$ cat src/rtl/dwr_pkg.sv
`timescale 1ns / 1ps

package dwr_pkg;

	localparam int RV_W      = 31;
	localparam int VAL_W     = 8;
	localparam int DIV_CNT_W = $clog2(RV_W);
	localparam logic [DIV_CNT_W-1:0] DIV_LAST = DIV_CNT_W'(RV_W - 1);

	typedef enum logic {
		KIND_DRAW  = 1'b0,
		KIND_CLEAR = 1'b1
	} kind_t;

	typedef struct packed {
		kind_t             kind;
		logic [RV_W-1:0]   random_value;
	} in_item_t;

	typedef struct packed {
		logic [VAL_W-1:0]  drawn_value;
		logic [VAL_W-1:0]  drawn_count;
		logic              exhausted;
	} out_item_t;

	typedef struct packed {
		logic load;
		logic clear;
		logic exhaust;
		logic div_step;
		logic walk_step;
		logic mark;
		logic push;
	} dp_cmd_t;

	typedef struct packed {
		logic is_clear;
		logic is_empty;
		logic div_last;
		logic found;
		logic out_busy;
	} dp_status_t;

endpackage

$ cat src/rtl/dwr_ctrl.sv
`timescale 1ns / 1ps

module dwr_ctrl (
	input  logic                clk,
	input  logic                arst_n,
	input  logic                in_valid,
	output logic                in_ready,
	input  dwr_pkg::dp_status_t status,
	output dwr_pkg::dp_cmd_t    cmd
);

	typedef enum logic [4:0] {
		ST_IDLE  = 5'b00001,
		ST_CHECK = 5'b00010,
		ST_DIV   = 5'b00100,
		ST_WALK  = 5'b01000,
		ST_DONE  = 5'b10000
	} state_t;

	state_t state_q, state_nxt;

	always_comb begin
		state_nxt = state_q;
		cmd       = '0;
		in_ready  = 1'b0;
		case (state_q)
			ST_IDLE: begin
				in_ready = 1'b1;
				if (in_valid) begin
					cmd.load  = 1'b1;
					state_nxt = ST_CHECK;
				end
			end
			ST_CHECK: begin
				if (status.is_clear) begin
					cmd.clear = 1'b1;
					state_nxt = ST_DONE;
				end else if (status.is_empty) begin
					cmd.exhaust = 1'b1;
					state_nxt   = ST_DONE;
				end else begin
					state_nxt = ST_DIV;
				end
			end
			ST_DIV: begin
				cmd.div_step = 1'b1;
				if (status.div_last) begin
					state_nxt = ST_WALK;
				end
			end
			ST_WALK: begin
				if (status.found) begin
					cmd.mark  = 1'b1;
					state_nxt = ST_DONE;
				end else begin
					cmd.walk_step = 1'b1;
				end
			end
			ST_DONE: begin
				// hold the result until the output register can take it
				if (!status.out_busy) begin
					cmd.push  = 1'b1;
					state_nxt = ST_IDLE;
				end
			end
			default: begin
				state_nxt = ST_IDLE;
			end
		endcase
	end

	always_ff @(posedge clk or negedge arst_n) begin
		if (!arst_n) begin
			state_q <= ST_IDLE;
		end else begin
			state_q <= state_nxt;
		end
	end

endmodule

$ cat src/rtl/dwr_dp.sv
`timescale 1ns / 1ps

module dwr_dp #(
	parameter int POOL_SIZE = 128
) (
	input  logic                clk,
	input  logic                arst_n,
	input  dwr_pkg::in_item_t   in_data,
	input  dwr_pkg::dp_cmd_t    cmd,
	input  logic                out_ready,
	output dwr_pkg::dp_status_t status,
	output logic                out_valid,
	output dwr_pkg::out_item_t  out_data
);

	localparam int CW = $clog2(POOL_SIZE + 1);
	localparam int IW = $clog2(POOL_SIZE);
	localparam logic [CW-1:0] POOL_N = CW'(POOL_SIZE);

	dwr_pkg::kind_t                   kind_q;
	logic [dwr_pkg::RV_W-1:0]         rv_q;
	logic [dwr_pkg::DIV_CNT_W-1:0]    bit_cnt_q;
	logic [CW-1:0]                    rem_q;
	logic [IW-1:0]                    idx_q;
	logic [POOL_SIZE-1:0]             used_q;
	logic [CW-1:0]                    total_q;
	dwr_pkg::out_item_t               res_q;
	dwr_pkg::out_item_t               out_q;
	logic                             out_valid_q;

	logic [CW-1:0] free_cnt;
	logic [CW:0]   rem_sh;
	logic [CW:0]   free_x;
	logic [CW-1:0] rem_nxt;
	logic [CW-1:0] slot_num;
	logic [CW-1:0] total_inc;
	logic          slot_free;

	assign free_cnt  = POOL_N - total_q;
	assign rem_sh    = {rem_q, rv_q[dwr_pkg::RV_W-1]};
	assign free_x    = {1'b0, free_cnt};
	assign rem_nxt   = (rem_sh >= free_x) ? CW'(rem_sh - free_x) : rem_sh[CW-1:0];
	assign slot_num  = CW'(idx_q) + CW'(1);
	assign total_inc = total_q + CW'(1);
	assign slot_free = !used_q[idx_q];

	assign status.is_clear = (kind_q == dwr_pkg::KIND_CLEAR);
	assign status.is_empty = (total_q >= POOL_N);
	assign status.div_last = (bit_cnt_q == dwr_pkg::DIV_LAST);
	// rem_q doubles as the rank countdown during the walk
	assign status.found    = slot_free && (rem_q == '0);
	assign status.out_busy = out_valid_q && !out_ready;

	assign out_valid = out_valid_q;
	assign out_data  = out_q;

	// item capture, bit-serial remainder, slot walk, staged result
	always_ff @(posedge clk) begin
		if (cmd.load) begin
			kind_q    <= in_data.kind;
			rv_q      <= in_data.random_value;
			bit_cnt_q <= '0;
			rem_q     <= '0;
			idx_q     <= '0;
		end
		if (cmd.div_step) begin
			rem_q     <= rem_nxt;
			rv_q      <= {rv_q[dwr_pkg::RV_W-2:0], 1'b0};
			bit_cnt_q <= bit_cnt_q + dwr_pkg::DIV_CNT_W'(1);
		end
		if (cmd.walk_step) begin
			if (slot_free) begin
				rem_q <= rem_q - CW'(1);
			end
			idx_q <= idx_q + IW'(1);
		end
		if (cmd.clear) begin
			res_q <= '0;
		end
		if (cmd.exhaust) begin
			res_q.drawn_value <= '0;
			res_q.drawn_count <= dwr_pkg::VAL_W'(total_q);
			res_q.exhausted   <= 1'b1;
		end
		if (cmd.mark) begin
			res_q.drawn_value <= dwr_pkg::VAL_W'(slot_num);
			res_q.drawn_count <= dwr_pkg::VAL_W'(total_inc);
			res_q.exhausted   <= 1'b0;
		end
		if (cmd.push) begin
			out_q <= res_q;
		end
	end

	always_ff @(posedge clk or negedge arst_n) begin
		if (!arst_n) begin
			used_q      <= '0;
			total_q     <= '0;
			out_valid_q <= 1'b0;
		end else begin
			if (cmd.clear) begin
				used_q  <= '0;
				total_q <= '0;
			end else if (cmd.mark) begin
				used_q[idx_q] <= 1'b1;
				total_q       <= total_inc;
			end
			if (cmd.push) begin
				out_valid_q <= 1'b1;
			end else if (out_ready) begin
				out_valid_q <= 1'b0;
			end
		end
	end

	a_mark_free_slot: assert property (@(posedge clk) disable iff (!arst_n)
		cmd.mark |-> slot_free)
		else $error("marking a slot that is already used");

	a_total_bound: assert property (@(posedge clk) disable iff (!arst_n)
		total_q <= POOL_N)
		else $error("drawn count above pool size");

	a_mark_counts: assert property (@(posedge clk) disable iff (!arst_n)
		cmd.mark |=> total_q == $past(total_inc))
		else $error("draw did not advance the count");

	a_push_no_overwrite: assert property (@(posedge clk) disable iff (!arst_n)
		cmd.push |-> (!out_valid_q || out_ready))
		else $error("result overwrote a pending item");

endmodule

$ cat src/rtl/draw_without_replacement_core.sv
`timescale 1ns / 1ps

// Draws tokens 1..POOL_SIZE without replacement. Each input item gives exactly one result
// item. A clear item empties the pool and answers 0/0/0; reset empties it too, at once.
// A draw from an empty pool changes nothing and answers drawn_value 0, the current count
// and exhausted 1. A draw reduces random_value modulo the free-token count with a
// bit-serial remainder unit, then walks the used map one slot per cycle up to the chosen
// free slot. One item is worked at a time; the next item is accepted while the previous
// result still waits in the output register.
module draw_without_replacement_core #(
	parameter int POOL_SIZE = 128
) (
	input  logic               clk,
	input  logic               arst_n,
	input  logic               in_valid,
	output logic               in_ready,
	input  dwr_pkg::in_item_t  in_data,
	output logic               out_valid,
	input  logic               out_ready,
	output dwr_pkg::out_item_t out_data
);

	dwr_pkg::dp_cmd_t    cmd;
	dwr_pkg::dp_status_t status;

	dwr_ctrl u_ctrl (
		.clk      (clk),
		.arst_n   (arst_n),
		.in_valid (in_valid),
		.in_ready (in_ready),
		.status   (status),
		.cmd      (cmd)
	);

	dwr_dp #(
		.POOL_SIZE (POOL_SIZE)
	) u_dp (
		.clk       (clk),
		.arst_n    (arst_n),
		.in_data   (in_data),
		.cmd       (cmd),
		.out_ready (out_ready),
		.status    (status),
		.out_valid (out_valid),
		.out_data  (out_data)
	);

endmodule

$ cat config.mk
export PLATFORM = sky130hd
export DESIGN_NAME = draw_without_replacement_core
export DESIGN_NICKNAME = d
export VERILOG_FILES = /design/src/rtl/dwr_pkg.sv /design/src/rtl/dwr_ctrl.sv /design/src/rtl/dwr_dp.sv /design/src/rtl/draw_without_replacement_core.sv
export SDC_FILE = /design/constraint.sdc
export NUM_CORES = 1
export LEC_CHECK = 0
export CAP_MARGIN = 25
export CELL_PAD_IN_SITES_DETAIL_PLACEMENT = 1
export CELL_PAD_IN_SITES_GLOBAL_PLACEMENT = 1
export CORE_MARGIN = 2
export CORE_UTILIZATION = 40
export CTS_BUF_LIST = sky130_fd_sc_hd__clkbuf_2 sky130_fd_sc_hd__clkbuf_4 sky130_fd_sc_hd__clkbuf_8
export CTS_CLUSTER_SIZE = 20
export DETAILED_ROUTE_END_ITERATION = 6
export DONT_BUFFER_PORTS = 1
export GPL_TIMING_DRIVEN = 0
export PLACE_DENSITY_LB_ADDON = 0.1
export SYNTH_ARGS = -nofsm -noshare
export SYNTH_HDL_FRONTEND = slang
export SYNTH_SLANG_ARGS = --single-unit
$ cat constraint.sdc
create_clock -name clk -period 3.7 [get_ports clk]
set_input_delay 0.37 -clock clk [delete_from_list [all_inputs] [get_ports clk]]
set_output_delay 0.37 -clock clk [all_outputs]
set_load 0.01 [all_outputs]
==> qor.yml <==
hold-path-endpoint: "u_dp.rv_q[20]$_DFFE_PP_"
end_kind: "register"
cts_sinks: 228
worstMarginPinSlew_ps: 934
yosys_warnings: 0
grt_pass1_vias: 8298
numPortBuffers: 0
whs_path_depth: 1
syn-instance-count: 942
cts_made_buffers: 42
placed_cells: 1277
placeableCoreArea_um2: 26100
post-synth-top-count-cell: "dfrtp_1"
slew_violations: 0
yosysSeqAreaShare_pct: 56.9
register_area_um2: 6040
syn_to_final_growth_pct: 15.1
intPower_w: 0.00439
r2r-start: "u_dp.idx_q[2]$_SDFFCE_PN0P_"
worst_skew_pair.late_latency_ps: 560
clk_pin_slew_worst_paths_ps: 60
filler_cell_count: 2829
yosys.area.top_type_share_pct: 33.2
irDropWorstVdd_v: 0.000297
grt_pass1_wl_um: 48800
switchingPower_w: 0.00197
finalWorstSetupSlack_ps: 161
drive_above_1_share_pct: 11.6
grt_max_degree: 143
synth_area_um2: 10600
fin_skew_ps: 20.5
p_leak_nw: 5.12
yosysTopAreaCell: "dfrtp_1"
multi_input_area_um2: 4220
antenna_found_initial: 0
num_rows: 59
hpwl_um: 19900
clockPowerShare_pct: 35.9
hold_class: "input port to register"
die_x_um: 167
die_h_um: 167
maxCapViolations: 0
synth-edff-count: 76
yosys_most_used_dff: "dfrtp_1"
r2r_end: "u_dp.used_q[24]$_DFFE_PN0P_"
finalWirelength_um: 31100
htree_levels: 2
cts.path.max_buffers: 3
wl_per_cell_um: 22.4
worstPathMaxFanout: 10
syn_avg_cell_area_um2: 11.3
min_from: "in_data[20]"
layout.cells.non_filler: 1385
relSlewSlack_pct: 37.6
path_class: "register to register"
route.detailed.drc: 0
ys_ff_latch: 228
start_util_pct: 40.7
synth_common_cells: "dfrtp_1 (141), a22o_1 (95), nand2_1 (92), o21ai_0 (77), edfxtp_1 (76)"
p_per_area_nw_per_um2: 520
synth_area_leaders: "dfrtp_1 (33%), edfxtp_1 (21%), a22o_1 (7.8%)"
dr.pass1.iters: 5
drt_iter0_markers: 479
grt.overflow.total: 0
reg2reg_slack_ps: 160
max_freq_mhz: 283
dp_slack_ps: -702
ff2ff_path_depth: 12
nets: 1070
cts_tree: "yes"
ys_async_sr_fraction_pct: 62.3
antenna_left: 0
p_seq_share_pct: 46.5
critical_path_arrival_ps: 4010
synth_cell_types: 54
place.gp.congestion: 0.778
viasPerCell: 5.64
switching_share_pct: 31.0
startpoint_type: "register"
hold_viol: 0
status: "completed"
clk_root_buffer_cell: "clkbuf_8"
syn_nets: 993
via_count: 7815
final_core_util_pct: 46.9
grt.total_usage_pct: 22.5
finalCritPeriodShare_pct: 95.7
diodes: 0
final.min_clock_period_ps: 3540
crit_required_ps: 4180
setup-violations-final: 0
die-area_um2: 27900
io_pins: 55
pwr-share-comb_pct: 17.6
-- metal layers --
layer  wire length, um  global-route usage (%)  part of all wire [%]  vias up
li1                  -                       -                     -     3631
met1             15100                    31.7                    49     3966
met2             14000                    35.4                    45      169
met3              1320                    4.23                   4.2       49
met4               650                    6.82                   2.1        0
met5                 0                       0                     0        -
-- worst max-delay path by stage --
stage | startpoint | endpoint | slack [ps] | depth (start not counted)
after floorplan | u_ctrl.state_q[4]$_DFFE_PN0P_ | u_dp.rem_q[3]$_DFF_P_ | 650 | 8
after global placement | u_dp.idx_q[3]$_SDFFCE_PN0P_ | u_ctrl.state_q[4]$_DFFE_PN0P_ | -620 | 10
after detailed placement | u_dp.idx_q[3]$_SDFFCE_PN0P_ | u_ctrl.state_q[4]$_DFFE_PN0P_ | -700 | 10
after CTS | u_dp.idx_q[2]$_SDFFCE_PN0P_ | u_dp.used_q[25]$_DFFE_PN0P_ | 0.8 | 12
after global routing | u_dp.idx_q[2]$_SDFFCE_PN0P_ | u_dp.used_q[121]$_DFFE_PN0P_ | -10 | 12
final | u_dp.idx_q[2]$_SDFFCE_PN0P_ | u_dp.used_q[24]$_DFFE_PN0P_ | 160 | 12
-- cell usage in the layout (no fill, tap or decap), drive strengths merged, types with 2 or more instances in the layout --
cell,n
clkinv,20
nand3b,3
and3,6
ha,14
or2,5
o21ai,103
clkinvlp,4
or4,3
inv,14
buf,39
a22o,95
nand3,30
dfxtp,10
and2,8
nor3,16
a41oi,2
mux2i,68
a211o,4
nand2,93
a21o,5
nor3b,2
nor4,3
o21a,4
o21bai,3
nor2,45
nand4,4
or3,11
nand2b,9
xor2,12
clkbuf,87
dlygate4sd3,26
a21oi,18
nor2b,12
a21bo,4
o22ai,33
xnor2,8
edfxtp,76
dfrtp,141
-- layout make-up --
cell class	count	share of cell area [%]
flip-flops and latches	228	49.4
multi-input cells	632	34.5
clock buffers	51	5.43
well taps	335	3.43
plain buffers	68	3.09
repair buffers	33	2.78
clock inverters	24	0.972
inverters	14	0.440
-- power by group through the flow --
stage	registers (W)	logic [W]	clock network [W]
3_3_place_gp	0.00299	0.00103	0
3_5_place_dp	0.00299	0.00104	0
2_1_floorplan	0.00296	0.000709	0
4_1_cts	0.00295	0.00112	0.00235
5_1_grt	0.00298	0.00121	0.00245
6_report	0.00296	0.00112	0.00228
-- cells by family (layout without fill, tap and decap cells) --
logic type / after synthesis / after routing / share of synthesized area, %
AO/OA/AOI/OAI: 278 / 278 / 17.9
XOR/XNOR: 20 / 20 / 1.65
adder cells (fa/ha/maj): 15 / 15 / 1.84
buffers and inverters: 82 / 190 / 3.97
flip-flops: 228 / 228 / 56.9
multiplexers: 68 / 68 / 6.41
AND/OR/NAND/NOR: 251 / 251 / 11.4
-- critical path: stages, from the launching register on --
cell and delay, ps:
edfxtp_1 380, buf_4 180, nand2_2 260, buf_4 310, o22ai_1 130, o21ai_1 160, nand4_1 210, a221oi_4 430
nand3_2 170, buf_2 270, nor3_4 400, clkbuf_4 380, a22o_1 160
-- flip-flops by register name, indices dropped and copies added, names as in the netlist --
| name | count |
|---|---|
| u_dp.used_q | 128 |
| u_dp.rv_q | 31 |
| u_dp.out_data | 17 |
| u_dp.res_q | 17 |
| u_dp.rem_q | 8 |
| u_dp.total_q | 8 |
| u_dp.idx_q | 7 |
| u_ctrl.state_q | 5 |
| u_dp.bit_cnt_q | 5 |
| u_dp.kind_q | 1 |
| u_dp.out_valid | 1 |
-- per-stage QoR --
| stage | instance area, um^2 | TNS, ps | hold WS [ps] | power, W |
|---|---|---|---|---|
| 6_report | 12200 | 0 | 31.6 | 0.00636 |
| 5_1_grt | 12200 | -21.5 | 11.5 | 0.00663 |
| 4_1_cts | 12200 | 0 | 0.351 | 0.00642 |
| 3_5_place_dp | 11000 | -36100 | 78.4 | 0.00403 |
| 3_3_place_gp | 11000 | -34840 | 77.6 | 0.00402 |
| 2_1_floorplan | 10600 | 0 | 74.4 | 0.00367 |
-- what timing repair did --
action	4_1_cts	5_1_grt
buffers inserted	1	4
endpoints found under the hold margin	167	0
pin swaps	1	2
hold buffers	27	0
gates resized for setup	12	8
endpoints found under the setup margin	126	99
(Power assumes the default switching activity.)
